[config.mk]
export PLATFORM = sky130hd
export DESIGN_NAME = depth_ordered_entry_list
export DESIGN_NICKNAME = d
export VERILOG_FILES = /design/src/rtl/core/dol_pkg.sv /design/src/rtl/core/dol_ctrl.sv /design/src/rtl/core/dol_datapath.sv /design/src/rtl/core/depth_ordered_entry_list.sv
export SDC_FILE = /design/constraint.sdc
export NUM_CORES = 2
export LEC_CHECK = 0
export BUFFER_PORTS_ARGS = -buffer_cell sky130_fd_sc_hd__buf_2
export CORE_MARGIN = 4
export CORE_UTILIZATION = 40
export DETAILED_ROUTE_END_ITERATION = 10
export SLEW_MARGIN = 25
export SYNTH_ARGS = -nofsm -noshare
export SYNTH_HDL_FRONTEND = slang
export SYNTH_SLANG_ARGS = --single-unit
[constraint.sdc]
create_clock -name clk -period 8.48 [get_ports clk]
set_input_delay 0 -clock clk [delete_from_list [all_inputs] [get_ports clk]]
set_output_delay 0 -clock clk [all_outputs]
set_load 0.02 [all_outputs]
[src/rtl/core/dol_pkg.sv]
// ----------------------------------------------------------------------------
// dol_pkg
// Types and constants shared by the draw-order entry list controller and
// datapath.
// ----------------------------------------------------------------------------
package dol_pkg;

  localparam int ID_W        = 6;
  localparam int COORD_W     = 8;
  localparam int MAX_RESULTS = 64;
  localparam int RES_CNT_W   = 6;

  typedef enum logic [1:0] {
    ACT_INSERT  = 2'd0,
    ACT_REMOVE  = 2'd1,
    ACT_SET_VIS = 2'd2,
    ACT_LIST    = 2'd3
  } action_t;

  typedef enum logic [1:0] {
    ST_OK        = 2'd0,
    ST_NOT_FOUND = 2'd1,
    ST_FULL      = 2'd2,
    ST_EMPTY     = 2'd3
  } status_t;

  typedef enum logic [2:0] {
    SEL_ERR     = 3'd0,
    SEL_INSERT  = 3'd1,
    SEL_REMOVE  = 3'd2,
    SEL_SET_VIS = 3'd3,
    SEL_LIST    = 3'd4
  } out_sel_t;

  typedef struct packed {
    logic     load;
    logic     scan_clr;
    logic     slot_inc;
    logic     id_inc;
    logic     ins_write;
    logic     take_id;
    logic     head_init;
    logic     rd_head;
    logic     rd_next;
    logic     append;
    logic     link1;
    logic     link2;
    logic     unlink;
    logic     set_vis;
    logic     list_inc;
    logic     out_load;
    out_sel_t out_sel;
    status_t  out_status;
  } dol_cmd_t;

  typedef struct packed {
    action_t action;
    logic    auto_id;
    logic    head_null;
    logic    slot_free;
    logic    slot_end;
    logic    id_free;
    logic    id_end;
    logic    front;
    logic    after;
    logic    id_match;
    logic    next_null;
    logic    list_end;
    logic    out_free;
  } dol_stat_t;

endpackage

[src/rtl/core/dol_ctrl.sv]
// ----------------------------------------------------------------------------
// dol_ctrl
// Sequencer for the entry list: scans, walks, links and emits results.
// ----------------------------------------------------------------------------
module dol_ctrl (
  input  logic             clk,
  input  logic             rst,
  input  logic             in_valid,
  input  dol_pkg::dol_stat_t stat,
  output dol_pkg::dol_cmd_t  cmd,
  output logic             idle
);
  import dol_pkg::*;

  typedef enum logic [9:0] {
    S_IDLE      = 10'b0000000001,
    S_START     = 10'b0000000010,
    S_SCAN_SLOT = 10'b0000000100,
    S_SCAN_ID   = 10'b0000001000,
    S_INS_WRITE = 10'b0000010000,
    S_WALK      = 10'b0000100000,
    S_LINK1     = 10'b0001000000,
    S_LINK2     = 10'b0010000000,
    S_EMIT      = 10'b0100000000,
    S_LIST      = 10'b1000000000
  } state_t;

  state_t   state, state_next;
  out_sel_t emit_sel, emit_sel_next;
  status_t  emit_status, emit_status_next;
  logic     append, append_next;

  always_ff @(posedge clk) begin
    if (rst) begin
      state <= S_IDLE;
    end else begin
      state <= state_next;
    end
    emit_sel    <= emit_sel_next;
    emit_status <= emit_status_next;
    append      <= append_next;
  end

  always_comb begin
    cmd              = '0;
    cmd.out_sel      = SEL_ERR;
    cmd.out_status   = ST_OK;
    cmd.append       = append;
    state_next       = state;
    emit_sel_next    = emit_sel;
    emit_status_next = emit_status;
    append_next      = append;
    idle             = 1'b0;
    unique case (state)
      S_IDLE: begin
        idle = 1'b1;
        if (in_valid) begin
          cmd.load   = 1'b1;
          state_next = S_START;
        end
      end
      S_START: begin
        cmd.scan_clr = 1'b1;
        if (stat.action == ACT_INSERT) begin
          state_next = S_SCAN_SLOT;
        end else if (stat.head_null) begin
          emit_sel_next    = SEL_ERR;
          emit_status_next = ST_EMPTY;
          state_next       = S_EMIT;
        end else begin
          cmd.rd_head = 1'b1;
          state_next  = (stat.action == ACT_LIST) ? S_LIST : S_WALK;
        end
      end
      S_SCAN_SLOT: begin
        if (stat.slot_free) begin
          state_next = stat.auto_id ? S_SCAN_ID : S_INS_WRITE;
        end else if (stat.slot_end) begin
          emit_sel_next    = SEL_ERR;
          emit_status_next = ST_FULL;
          state_next       = S_EMIT;
        end else begin
          cmd.slot_inc = 1'b1;
        end
      end
      S_SCAN_ID: begin
        if (stat.id_free) begin
          state_next = S_INS_WRITE;
        end else if (stat.id_end) begin
          emit_sel_next    = SEL_ERR;
          emit_status_next = ST_FULL;
          state_next       = S_EMIT;
        end else begin
          cmd.id_inc = 1'b1;
        end
      end
      S_INS_WRITE: begin
        cmd.ins_write = 1'b1;
        cmd.take_id   = stat.auto_id;
        if (stat.head_null) begin
          cmd.head_init    = 1'b1;
          emit_sel_next    = SEL_INSERT;
          emit_status_next = ST_OK;
          state_next       = S_EMIT;
        end else begin
          cmd.rd_head = 1'b1;
          state_next  = S_WALK;
        end
      end
      S_WALK: begin
        if (stat.action == ACT_INSERT) begin
          if (stat.front || !stat.after) begin
            append_next = 1'b0;
            state_next  = S_LINK1;
          end else if (stat.next_null) begin
            append_next = 1'b1;
            state_next  = S_LINK1;
          end else begin
            cmd.rd_next = 1'b1;
          end
        end else if (stat.id_match) begin
          emit_status_next = ST_OK;
          if (stat.action == ACT_REMOVE) begin
            cmd.unlink    = 1'b1;
            emit_sel_next = SEL_REMOVE;
          end else begin
            cmd.set_vis   = 1'b1;
            emit_sel_next = SEL_SET_VIS;
          end
          state_next = S_EMIT;
        end else if (stat.next_null) begin
          emit_sel_next    = SEL_ERR;
          emit_status_next = ST_NOT_FOUND;
          state_next       = S_EMIT;
        end else begin
          cmd.rd_next = 1'b1;
        end
      end
      S_LINK1: begin
        cmd.link1  = 1'b1;
        state_next = S_LINK2;
      end
      S_LINK2: begin
        cmd.link2        = 1'b1;
        emit_sel_next    = SEL_INSERT;
        emit_status_next = ST_OK;
        state_next       = S_EMIT;
      end
      S_EMIT: begin
        if (stat.out_free) begin
          cmd.out_load   = 1'b1;
          cmd.out_sel    = emit_sel;
          cmd.out_status = emit_status;
          state_next     = S_IDLE;
        end
      end
      S_LIST: begin
        if (stat.out_free) begin
          cmd.out_load   = 1'b1;
          cmd.out_sel    = SEL_LIST;
          cmd.out_status = ST_OK;
          if (stat.list_end) begin
            state_next = S_IDLE;
          end else begin
            cmd.rd_next  = 1'b1;
            cmd.list_inc = 1'b1;
          end
        end
      end
      default: begin
        state_next = S_IDLE;
      end
    endcase
  end

endmodule

[src/rtl/core/dol_datapath.sv]
// ----------------------------------------------------------------------------
// dol_datapath
// Entry memories, occupancy and id maps, link updates and the result register.
// ----------------------------------------------------------------------------
module dol_datapath #(
  parameter int POOL_SLOTS = 64,
  parameter int ID_COUNT   = 64
) (
  input  logic                        clk,
  input  logic                        rst,
  input  dol_pkg::dol_cmd_t           cmd,
  output dol_pkg::dol_stat_t          stat,
  input  logic [1:0]                  action,
  input  logic [5:0]                  entry_id,
  input  logic                        auto_id,
  input  logic signed [7:0]           pos_x,
  input  logic signed [7:0]           pos_y,
  input  logic signed [7:0]           pos_z,
  input  logic                        keep_id,
  input  logic                        visible,
  input  logic                        out_stall,
  output logic                        out_valid,
  output logic [1:0]                  status,
  output logic [5:0]                  result_id,
  output logic                        result_visible,
  output logic                        last
);
  import dol_pkg::*;

  localparam int SW       = $clog2(POOL_SLOTS);
  localparam int LW       = SW + 1;
  localparam int TW       = $clog2(ID_COUNT);
  localparam int ID_LIMIT = (ID_COUNT < 64) ? ID_COUNT : 64;
  localparam logic [LW-1:0] LINK_NULL = {1'b1, {SW{1'b0}}};

  // Latched request
  action_t                    action_q;
  logic [ID_W-1:0]            id_q;
  logic                       auto_q, keep_q, vis_q;
  logic signed [COORD_W-1:0]  x_q, y_q, z_q;

  // Entry memories
  logic [ID_W-1:0]            mem_id    [POOL_SLOTS];
  logic signed [COORD_W-1:0]  mem_x     [POOL_SLOTS];
  logic signed [COORD_W-1:0]  mem_y     [POOL_SLOTS];
  logic signed [COORD_W-1:0]  mem_z     [POOL_SLOTS];
  logic                       mem_shown [POOL_SLOTS];
  logic [LW-1:0]              mem_next  [POOL_SLOTS];
  logic [LW-1:0]              mem_prev  [POOL_SLOTS];

  logic [ID_W-1:0]            id_rd;
  logic signed [COORD_W-1:0]  x_rd, y_rd, z_rd;
  logic                       shown_rd;
  logic [LW-1:0]              next_rd, prev_rd;
  logic [SW-1:0]              rd_slot, rd_addr;
  logic                       rd_en;

  logic [POOL_SLOTS-1:0]      used;
  logic [ID_COUNT-1:0]        taken;
  logic [LW-1:0]              head;
  logic [SW-1:0]              slot_cnt;
  logic [ID_W-1:0]            id_cnt;
  logic [RES_CNT_W-1:0]       list_cnt;

  logic [7:0]                 id_scan_ext, id_q_ext;
  logic [ID_W-1:0]            ins_id;
  logic [LW-1:0]              s_link, p_link;

  logic                       next_we, prev_we, shown_we, head_we;
  logic [SW-1:0]              next_wa, prev_wa, shown_wa;
  logic [LW-1:0]              next_wd, prev_wd, head_wd;
  logic                       shown_wd;
  logic                       out_free;

  assign id_scan_ext = {2'b00, id_cnt};
  assign id_q_ext    = {2'b00, id_q};
  assign ins_id      = auto_q ? id_cnt : id_q;
  assign s_link      = {1'b0, slot_cnt};
  assign p_link      = {1'b0, rd_slot};
  assign rd_en       = cmd.rd_head | cmd.rd_next;
  assign rd_addr     = cmd.rd_head ? head[SW-1:0] : next_rd[SW-1:0];
  assign out_free    = !out_valid || !out_stall;

  always_comb begin
    stat.action    = action_q;
    stat.auto_id   = auto_q;
    stat.head_null = head[SW];
    stat.slot_free = !used[slot_cnt];
    stat.slot_end  = (slot_cnt == SW'(POOL_SLOTS - 1));
    stat.id_free   = !taken[id_scan_ext[TW-1:0]];
    stat.id_end    = (id_cnt == ID_W'(ID_LIMIT - 1));
    stat.front     = (z_q == -8'sd1);
    if (x_rd != x_q) begin
      stat.after = x_rd < x_q;
    end else if (y_rd != y_q) begin
      stat.after = y_rd > y_q;
    end else begin
      stat.after = z_rd <= z_q;
    end
    stat.id_match  = (id_rd == id_q);
    stat.next_null = next_rd[SW];
    stat.list_end  = next_rd[SW] || (list_cnt == RES_CNT_W'(MAX_RESULTS - 1));
    stat.out_free  = out_free;
  end

  // Link write ports: one write per memory per cycle.
  always_comb begin
    next_we  = 1'b0;
    next_wa  = slot_cnt;
    next_wd  = LINK_NULL;
    prev_we  = 1'b0;
    prev_wa  = slot_cnt;
    prev_wd  = LINK_NULL;
    head_we  = 1'b0;
    head_wd  = s_link;
    shown_we = 1'b0;
    shown_wa = slot_cnt;
    shown_wd = vis_q;
    if (cmd.ins_write) begin
      shown_we = 1'b1;
    end
    if (cmd.set_vis) begin
      shown_we = 1'b1;
      shown_wa = rd_slot;
    end
    if (cmd.head_init) begin
      next_we = 1'b1;
      prev_we = 1'b1;
      head_we = 1'b1;
    end
    if (cmd.link1) begin
      prev_we = 1'b1;
      if (cmd.append) begin
        next_we = 1'b1;
        next_wa = rd_slot;
        next_wd = s_link;
        prev_wd = p_link;
      end else begin
        prev_wd = prev_rd;
        if (prev_rd[SW]) begin
          head_we = 1'b1;
        end else begin
          next_we = 1'b1;
          next_wa = prev_rd[SW-1:0];
          next_wd = s_link;
        end
      end
    end
    if (cmd.link2) begin
      next_we = 1'b1;
      if (!cmd.append) begin
        next_wd = p_link;
        prev_we = 1'b1;
        prev_wa = rd_slot;
        prev_wd = s_link;
      end
    end
    if (cmd.unlink) begin
      if (prev_rd[SW]) begin
        head_we = 1'b1;
        head_wd = next_rd;
      end else begin
        next_we = 1'b1;
        next_wa = prev_rd[SW-1:0];
        next_wd = next_rd;
      end
      if (!next_rd[SW]) begin
        prev_we = 1'b1;
        prev_wa = next_rd[SW-1:0];
        prev_wd = prev_rd;
      end
    end
  end

  always_ff @(posedge clk) begin
    if (cmd.ins_write) begin
      mem_id[slot_cnt] <= ins_id;
      mem_x[slot_cnt]  <= x_q;
      mem_y[slot_cnt]  <= y_q;
      mem_z[slot_cnt]  <= z_q;
    end
    if (shown_we) begin
      mem_shown[shown_wa] <= shown_wd;
    end
    if (next_we) begin
      mem_next[next_wa] <= next_wd;
    end
    if (prev_we) begin
      mem_prev[prev_wa] <= prev_wd;
    end
    if (rd_en) begin
      id_rd    <= mem_id[rd_addr];
      x_rd     <= mem_x[rd_addr];
      y_rd     <= mem_y[rd_addr];
      z_rd     <= mem_z[rd_addr];
      shown_rd <= mem_shown[rd_addr];
      next_rd  <= mem_next[rd_addr];
      prev_rd  <= mem_prev[rd_addr];
      rd_slot  <= rd_addr;
    end
  end

  always_ff @(posedge clk) begin
    if (rst) begin
      used  <= '0;
      taken <= '0;
      head  <= LINK_NULL;
    end else begin
      if (cmd.ins_write) begin
        used[slot_cnt] <= 1'b1;
      end
      if (cmd.take_id) begin
        taken[id_scan_ext[TW-1:0]] <= 1'b1;
      end
      if (cmd.unlink) begin
        used[rd_slot] <= 1'b0;
        if (!keep_q && (id_q_ext < 8'(ID_COUNT))) begin
          taken[id_q_ext[TW-1:0]] <= 1'b0;
        end
      end
      if (head_we) begin
        head <= head_wd;
      end
    end
  end

  always_ff @(posedge clk) begin
    if (cmd.load) begin
      action_q <= action_t'(action);
      id_q     <= entry_id;
      auto_q   <= auto_id;
      x_q      <= pos_x;
      y_q      <= pos_y;
      z_q      <= pos_z;
      keep_q   <= keep_id;
      vis_q    <= visible;
    end
    if (cmd.scan_clr) begin
      slot_cnt <= '0;
      id_cnt   <= '0;
      list_cnt <= '0;
    end else begin
      if (cmd.slot_inc) begin
        slot_cnt <= slot_cnt + 1'b1;
      end
      if (cmd.id_inc) begin
        id_cnt <= id_cnt + 1'b1;
      end
      if (cmd.list_inc) begin
        list_cnt <= list_cnt + 1'b1;
      end
    end
  end

  // Result register
  always_ff @(posedge clk) begin
    if (rst) begin
      out_valid <= 1'b0;
    end else if (cmd.out_load) begin
      out_valid <= 1'b1;
    end else if (!out_stall) begin
      out_valid <= 1'b0;
    end
  end

  always_ff @(posedge clk) begin
    if (cmd.out_load) begin
      status <= cmd.out_status;
      unique case (cmd.out_sel)
        SEL_INSERT: begin
          result_id      <= ins_id;
          result_visible <= vis_q;
          last           <= 1'b1;
        end
        SEL_REMOVE: begin
          result_id      <= id_q;
          result_visible <= shown_rd;
          last           <= 1'b1;
        end
        SEL_SET_VIS: begin
          result_id      <= id_q;
          result_visible <= vis_q;
          last           <= 1'b1;
        end
        SEL_LIST: begin
          result_id      <= id_rd;
          result_visible <= shown_rd;
          last           <= stat.list_end;
        end
        default: begin
          result_id      <= '0;
          result_visible <= 1'b0;
          last           <= 1'b1;
        end
      endcase
    end
  end

  // A non-empty list always starts at an occupied slot.
  a_head_used: assert property (@(posedge clk) disable iff (rst)
    !head[SW] |-> used[head[SW-1:0]])
    else $error("list head points at a free slot");

  // A new entry only ever lands in a free slot.
  a_ins_free: assert property (@(posedge clk) disable iff (rst)
    cmd.ins_write |-> !used[slot_cnt])
    else $error("insert overwrites an occupied slot");

  // The written slot is marked occupied on the following cycle.
  a_ins_marks: assert property (@(posedge clk) disable iff (rst)
    cmd.ins_write |=> used[$past(slot_cnt)])
    else $error("inserted slot not marked occupied");

endmodule

[src/rtl/core/depth_ordered_entry_list.sv]
// ----------------------------------------------------------------------------
// depth_ordered_entry_list
// Pool of entries kept linked in draw order, with insert, remove, visibility
// update and in-order listing of entry ids.
// ----------------------------------------------------------------------------
// Insert scans up to POOL_SLOTS slots for a free one and, with auto id, up
// to ID_COUNT ids (at most 64) for a free id, writes the entry, walks the
// list to its place, links it in and emits; into an empty list it is written
// as the head. Remove and set visibility walk the list to the matching id;
// list emits one result per entry. One request is handled at a time, the walk
// reading one slot per cycle. Synchronous reset clears occupancy, ids, head.
module depth_ordered_entry_list #(
  parameter int POOL_SLOTS = 64,
  parameter int ID_COUNT   = 64
) (
  input  logic              clk,
  input  logic              rst,
  input  logic              in_valid,
  output logic              in_stall,
  input  logic [1:0]        action,
  input  logic [5:0]        entry_id,
  input  logic              auto_id,
  input  logic signed [7:0] pos_x,
  input  logic signed [7:0] pos_y,
  input  logic signed [7:0] pos_z,
  input  logic              keep_id,
  input  logic              visible,
  output logic              out_valid,
  input  logic              out_stall,
  output logic [1:0]        status,
  output logic [5:0]        result_id,
  output logic              result_visible,
  output logic              last
);
  import dol_pkg::*;

  // The controller sequences scans, list walks and link updates; the
  // datapath holds the entry memories and the result register.
  dol_cmd_t  cmd;
  dol_stat_t stat;
  logic      idle;

  // A new request is taken only when the sequencer is idle; the result
  // register lets the last result wait while the next request is taken.
  assign in_stall = !idle;

  dol_ctrl u_ctrl (
    .clk      (clk),
    .rst      (rst),
    .in_valid (in_valid),
    .stat     (stat),
    .cmd      (cmd),
    .idle     (idle)
  );

  dol_datapath #(
    .POOL_SLOTS (POOL_SLOTS),
    .ID_COUNT   (ID_COUNT)
  ) u_datapath (
    .clk            (clk),
    .rst            (rst),
    .cmd            (cmd),
    .stat           (stat),
    .action         (action),
    .entry_id       (entry_id),
    .auto_id        (auto_id),
    .pos_x          (pos_x),
    .pos_y          (pos_y),
    .pos_z          (pos_z),
    .keep_id        (keep_id),
    .visible        (visible),
    .out_stall      (out_stall),
    .out_valid      (out_valid),
    .status         (status),
    .result_id      (result_id),
    .result_visible (result_visible),
    .last           (last)
  );

endmodule

### After elaboration in Yosys (flattened, before gate mapping)

Memories as Yosys holds them, arrays and structs flattened. A register that Yosys moved wholly into a read port is not among the register bits.
Index checks and enable logic that the tools add are counted.

| word-level totals | value |
|---|---|
| ROM bits | 0 |
| memories | 7 |
| RAM bits | 2,880 |
| word-level logic and storage cells | 270 |
| register bits | 221 |
| bits in latches | 0 |
| bits of input ports | 39 |
| output and inout port bits | 12 |

| operators by class | value |
|---|---|
| magnitude comparators | 12 |
| add/sub/neg operators | 3 |
| $mul | 0 |
| multiplexer cells | 154 |
| div/mod/pow operators | 0 |
| eq/ne operators | 41 |
| bitwise gates (word level) | 7 |
| reductions and logical operators | 22 |
| shift operators | 0 |

Memory list:

| memory | words | width | read ports | clocked after Yosys merged registers in | write ports | line | text |
|---|---|---|---|---|---|---|---|
| u_datapath.mem_x | 64 | 8 | 1 | 1 | 1 | dol_datapath.sv:44 | `logic signed [COORD_W-1:0] mem_x [POOL_SLOTS];` |
| u_datapath.mem_y | 64 | 8 | 1 | 1 | 1 | dol_datapath.sv:45 | `logic signed [COORD_W-1:0] mem_y [POOL_SLOTS];` |
| u_datapath.mem_z | 64 | 8 | 1 | 1 | 1 | dol_datapath.sv:46 | `logic signed [COORD_W-1:0] mem_z [POOL_SLOTS];` |
| u_datapath.mem_next | 64 | 7 | 1 | 1 | 1 | dol_datapath.sv:48 | `logic [LW-1:0] mem_next [POOL_SLOTS];` |
| u_datapath.mem_prev | 64 | 7 | 1 | 1 | 1 | dol_datapath.sv:49 | `logic [LW-1:0] mem_prev [POOL_SLOTS];` |
| u_datapath.mem_id | 64 | 6 | 1 | 1 | 1 | dol_datapath.sv:43 | `logic [ID_W-1:0] mem_id [POOL_SLOTS];` |
| +1 memories | - | - | - | - | - | - |  |

Operator list:

| operator | number |
|---|---|
| 2-to-1 mux 64 bit | 7 |
| 2-to-1 mux 10 bit | 16 |
| bitwise AND 64 bit | 2 |
| inverter 64 bit | 2 |
| OR 64 bit | 2 |
| 2-to-1 mux 7 bit | 16 |
| one-hot mux 10 bit (10 select lines) | 1 |
| 2-to-1 mux 6 bit | 13 |
| 2-to-1 mux 1 bit | 62 |
| < comparator 6 x 7 -> 1 bit (second input constant) | 5 |
| 2-to-1 mux 3 bit | 11 |
| 2-to-1 mux 2 bit | 13 |
| demux 1 bit (select 6 bit) | 4 |
| >= comparator 6 x 1 -> 1 bit (second input constant) | 4 |
| adder 6 x 1 -> 6 bit (second input constant) | 3 |
| equality test 6 bit (second input constant) | 3 |
| one-hot mux 3 bit (6 select lines) | 1 |
| one-hot mux 6 bit (3 select lines) | 1 |
| != test 8 bit | 2 |
| != test 2 x 1 -> 1 bit (second input constant) | 7 |
| binary-select mux 1 bit (select 6 bit) | 2 |
| != test 2 bit (second input constant) | 6 |
| one-hot mux 2 bit (6 select lines) | 1 |
| one-hot mux 6 bit (2 select lines) | 1 |
| 38 further kinds | 54 |

### Longest topological paths before layout

| logic depth | value |
|---|---|
| depth in word-level cells | 11 |
| mapped depth | 14 |
| depth with buffers taken out | 11 |

### Hierarchy

From an unflattened synthesis, not the netlist that was laid out.

| second synthesis, totals | value |
|---|---|
| cells, all modules | 8,771 |
| area, all modules | 126,375.0 um2 |

By module, submodules not included:

| module | area an instance (um2) | cells an instance | times used | seq. area each (um2) |
|---|---|---|---|---|
| dol_datapath | 125,242.6 | 8,634 | 1 | 92,448.7 |
| dol_ctrl | 1,128.6 | 136 | 1 | 350.3 |
| depth_ordered_entry_list | 3.8 | 1 | 1 | 0.0 |

### Worst setup path after synthesis

No wires, ideal clock.

| timing path | value |
|---|---|
| path kind | reg2reg |
| start | register u_datapath.id_q[0] |
| end | memory u_datapath.mem_next[0][6] (netlist bit) (data pin) |
| clock period less this slack | 4.931 ns |
| arrival time | 4.210 ns |
| setup time | 0.722 ns |
| path slack | 3.549 ns |
| cell stages (with the launch flop) | 9 |
| path buffers | 3 |
| data required time | 7.758 ns |
| cell sequence | edfxtp_1 -> clkbuf_1 -> xnor2_1 -> nand4_1 -> or4_1 -> clkbuf_1 -> nor2_1 -> buf_2 -> a211oi_1 |

| between the ends | value |
|---|---|
| longest elaborated chain between the ends | 5 |

Ends and longest elaborated chain:

| element | line | text |
|---|---|---|
| from (decl) | dol_datapath.sv:38 | `logic [ID_W-1:0] id_q;` |
| from (signal assigned) | dol_datapath.sv:230 | `id_q <= entry_id;` |
| equality test 6 bit | dol_datapath.sv:100 | `stat.id_match = (id_rd == id_q);` |
| 2-to-1 mux 2 bit | dol_ctrl.sv:121 | `end else if (stat.id_match) begin` |
| 2-to-1 mux 2 bit | dol_ctrl.sv:111 | `if (stat.action == ACT_INSERT) begin` |
| 2-to-1 mux 2 bit | dol_ctrl.sv:54 | `unique case (state)` |
| 2-to-1 mux 7 bit | dol_datapath.sv:158 | `if (cmd.unlink) begin` |
| net u_datapath.next_wd[6] | dol_datapath.sv:71 | `logic [LW-1:0] next_wd, prev_wd, head_wd;` |
| to (decl) | dol_datapath.sv:48 |  |

The timed path passes the listed nets, and every way through them passes these cells.

### Final worst setup path

| timing path | value |
|---|---|
| start | register u_ctrl.state[9] |
| end | register u_datapath.id_rd[3] (read register of u_datapath.mem_id) (data pin) |

| between the ends | value |
|---|---|
| longest elaborated chain between the ends | 3 |
| elaborated cells on any way between the ends | 8 |
| classes of those cells | eq/ne (4); mux (3); bitwise (1) |

Ends and longest elaborated chain:

| element | line | text |
|---|---|---|
| from (decl) | dol_ctrl.sv:28 | `state_t state, state_next;` |
| from (signal assigned) | dol_ctrl.sv:37 | `state <= state_next;` |
| equality test 10 x 5 -> 1 bit (tied with other cells) | dol_ctrl.sv:54 |  |
| one-hot mux 1 bit (2 select lines) | dol_ctrl.sv:54 |  |
| 2-to-1 mux 6 bit or OR 1 bit (tied branches) | dol_datapath.sv:81, dol_datapath.sv:80 |  |
| to (decl) | dol_datapath.sv:51 | `logic [ID_W-1:0] id_rd;` |

Several ways; a longest one is shown, not always the timed one.
A chain may end at the register's enable or synchronous reset.

==> out/qor.txt <==
Final wirelength = 368,000 um
Yosys reg bits = 3,145
Min-delay worst type = input pin to register
Root Buffer = clkbuf_16
Largest net degree at the start of global routing = 146
RSZ-0062 raised after global routing = no
Max Cap Viol = 0
Vias in the first global route = 73,317
Max IR drop VDD = 0.195 mV
Simple-gate area share of the yosys netlist = 9.52%
DRC viols = 0
Final setup skew = 0.0858 ns
Hold Buf Count CTS = 74
Tightest Pin Transition = 1.12 ns
Startpoint Class = register
Die Width = 565 um
1st-pass router iterations = 8
Final Cycle Share = 61.7%
Layout fillers = 26,663
Ys flop type = edfxtp_1
Netlist cell types = 80
TritonCTS clock tree = yes
Core area = 0.309 mm^2
XOR/XNOR share of the synthesized area = 0.134%
Most frequent CP cell = buf_4
Slew Viols, Final = 0
Cell Count Post-Placement = 12,380
Initial antenna violation count = 15
Synth Warn # = 0
Setup bufs post-CTS = 0
Antenna viol nets, final = 0
# setup viols final = 0
Dpl hpwl = 199,000 um
Global route overflow = 0
Routability cong. = 0.870
DR vias/cell = 5.86
Delay-heaviest family, CP = simple AND/OR/NAND/NOR gates
R2R Setup Slk = 3.25 ns
Crit path DAT = 6.01 ns
Post-synthesis compound-gate area fraction = 6.31%
Critical path, cell by cell = nor4_4 > nand2_2 > o32a_1 > buf_4 > mux2i_4 > buf_4 > buf_4 > nand2_1 > nand3_1 > nand4_1 > nand4_1 > or2_1
Post-synth top area share = 72.1%
Initial core utilization = 40.2%
Minimum clock period = 5.23 ns
Status = completed
Fraction of registers with async set/reset = 0%
Max Buffers Root-to-Sink = 4
Cell taking the most area after synthesis = edfxtp_1
WP data required = 9.26 ns
Sequential-to-total area share from yosys stat = 74.7%
Final hold vios = 0
Max Freq = 191 MHz
Max-slew headroom = 25.2%
Synth Area in Adders = 0.272%
Post-synth EDFFs = 2,981
Hold Startpoint = in_valid
Clock latency on the worst-skew pair = 0.93 ns
Area contributors post-synth = edfxtp_1, mux2i_1, nand2_1
Layout cells sized above 1 = 9.76%
Fin nets = 8,731
Highest-count cells in the layout ignoring fill and taps = edfxtp_1, nand2_1, mux2i_1
Worst reg-to-reg path cell count = 12
Synth Net Count = 8,589
Die Ht = 565 um
Commonest non-fill, non-tap cell in the layout = edfxtp_1
I/O Pins = 51
Post-Syn Instances = 8,523
GRT Total Usage = 22.3%
Routed WL per cell = 28.2 um
CP Class = register to register
First-pass GRT wire length = 524,000 um
Multiplexer share of the synthesized area = 7.16%
Static leakage power = 46.9 nW
Max incr delay on CP = 0.87 ns
WP buf/inv = 3
Hold Path Sink = u_ctrl.state[0]
Clk slew on worst S/H paths = 0.06 ns
CTS Buf Count = 326
Avg Inst Size Synth = 14.6 um^2
1st-iter DRT viols = 10,185
Post-CTS resize count = 0
DR vias = 76,364
Die ar. = 0.319 mm^2
Post-Layout Cell Count = 13,041
CP endpoint kind = register
Clock sinks = 3,145
Power Density = 226 mW/mm^2
Reg-to-reg endpoint = u_datapath.id_rd[3]
Cell Rows = 204
Area growth from synthesis to layout = 13.7%
Hold Crit Depth = 3
Setup_tns = 0 ns
Largest family of logic cells by synthesized area = simple AND/OR/NAND/NOR gates
Reg2reg start = u_ctrl.state[9]
Critical-path top delay cell = buf_4
Port Buf Inserts = 50
Htree depth = 5
Synth Cell Area = 0.124 mm^2
CP max FO = 72
==> synthesized netlist by cell type, drive strengths merged (19+ instances only) <==
library cell,instances
a32oi,76
clkbuf,311
inv,48
ha,27
nand3,433
mux2i,826
nand2b,22
and3,55
o22ai,372
edfxtp,2981
o21ai,232
nand4,167
and4,39
nand2,1421
mux4,19
a211oi,117
dfxtp,164
a31oi,227
buf,203
nor2b,22
a21oi,124
nor2,400
nor3,28
==> logic make-up (layout without fill, tap and decap cells) <==
kind of cell	Yosys count	in the layout
AOI/OAI and AO/OA	1233	1233
xor gates and xnor gates	19	19
other	0	4
muxes	861	861
and+or+nand+nor	2675	2675
buffers and inverters	563	957
adders and majority gates	27	27
DFF	3145	3145
==> report_power, final <==
group | switching, mW | leakage, nW | internal (mW)
Combinational | 0.584 | 13.4 | 0.130
Sequential | 0.0523 | 28.4 | 17.2
Clock | 6.00 | 5.06 | 8.00
Total | 6.63 | 46.9 | 25.3
==> worst max-delay path by stage <==
| stage | startpoint | end | slack (ns) | cells after the start |
|---|---|---|---|---|
| 2_1_floorplan | u_datapath.id_q[0] | u_datapath.mem_next[0][6] | 3.55 | 8 |
| 3_3_place_gp | u_ctrl.state[9] | u_datapath.x_rd[0] | 3.32 | 9 |
| 3_5_place_dp | u_ctrl.state[9] | u_datapath.id_rd[3] | 3.37 | 12 |
| 4_1_cts | u_ctrl.state[6] | u_datapath.id_rd[3] | 3.37 | 12 |
| 5_1_grt | u_ctrl.state[9] | u_datapath.mem_next[3][5] | 3.08 | 9 |
| 6_report | u_ctrl.state[9] | u_datapath.id_rd[3] | 3.25 | 12 |
==> worst min-delay path: stages <==
cell and delay, ns:
dlygate4sd3_1 0.55, buf_2 0.23, o221ai_1 0.17
==> per-layer routing <==
metal / wire length (um) / track usage (%)
met1: 150000 / 31.1
met2: 171000 / 35.6
met3: 31600 / 3.18
met4: 15200 / 8.64
met5: 0 / 0
==> stage by stage <==
stage          hold slack [ns]  utilization (%)  worst slack [ns]  total power [mW]  cell area, um^2
2_1_floorplan           0.0989                -              3.55              17.9           124000
3_3_place_gp             0.176             42.0              3.32              18.2           130000
3_5_place_dp             0.180             42.0              3.37              18.2           130000
4_1_cts                 0.0639             45.6              3.37              32.1           141000
5_1_grt                  0.109             45.7              3.08              32.8           141000
6_report                 0.145             45.7              3.25              32.0           141000
==> final cells by class <==
type	instances	area, um^2	area share [%]
antenna	4	10.0	0.00709
clock buffer	390	8520	6.04
clock inverter	190	1890	1.34
inverter	49	203	0.144
multi-input combinational	4815	29800	21.1
sequential	3145	92800	65.7
tap	4120	5150	3.65
timing repair buffer	328	2750	1.95
==> sequential cells by signal (all words and copies together), names as in the netlist, 8 cells and up <==
name,count
u_datapath.x_rd,8
u_datapath.mem_id,384
u_datapath.mem_x,512
u_datapath.z_rd,8
u_datapath.z_q,8
u_ctrl.state,10
u_datapath.mem_next,448
u_datapath.x_q,8
u_datapath.taken,64
u_datapath.mem_y,512
u_datapath.mem_z,512
u_datapath.y_q,8
u_datapath.used,64
u_datapath.y_rd,8
u_datapath.mem_prev,448
u_datapath.mem_shown,64
Note: power is estimated with default switching activity, not from simulation.
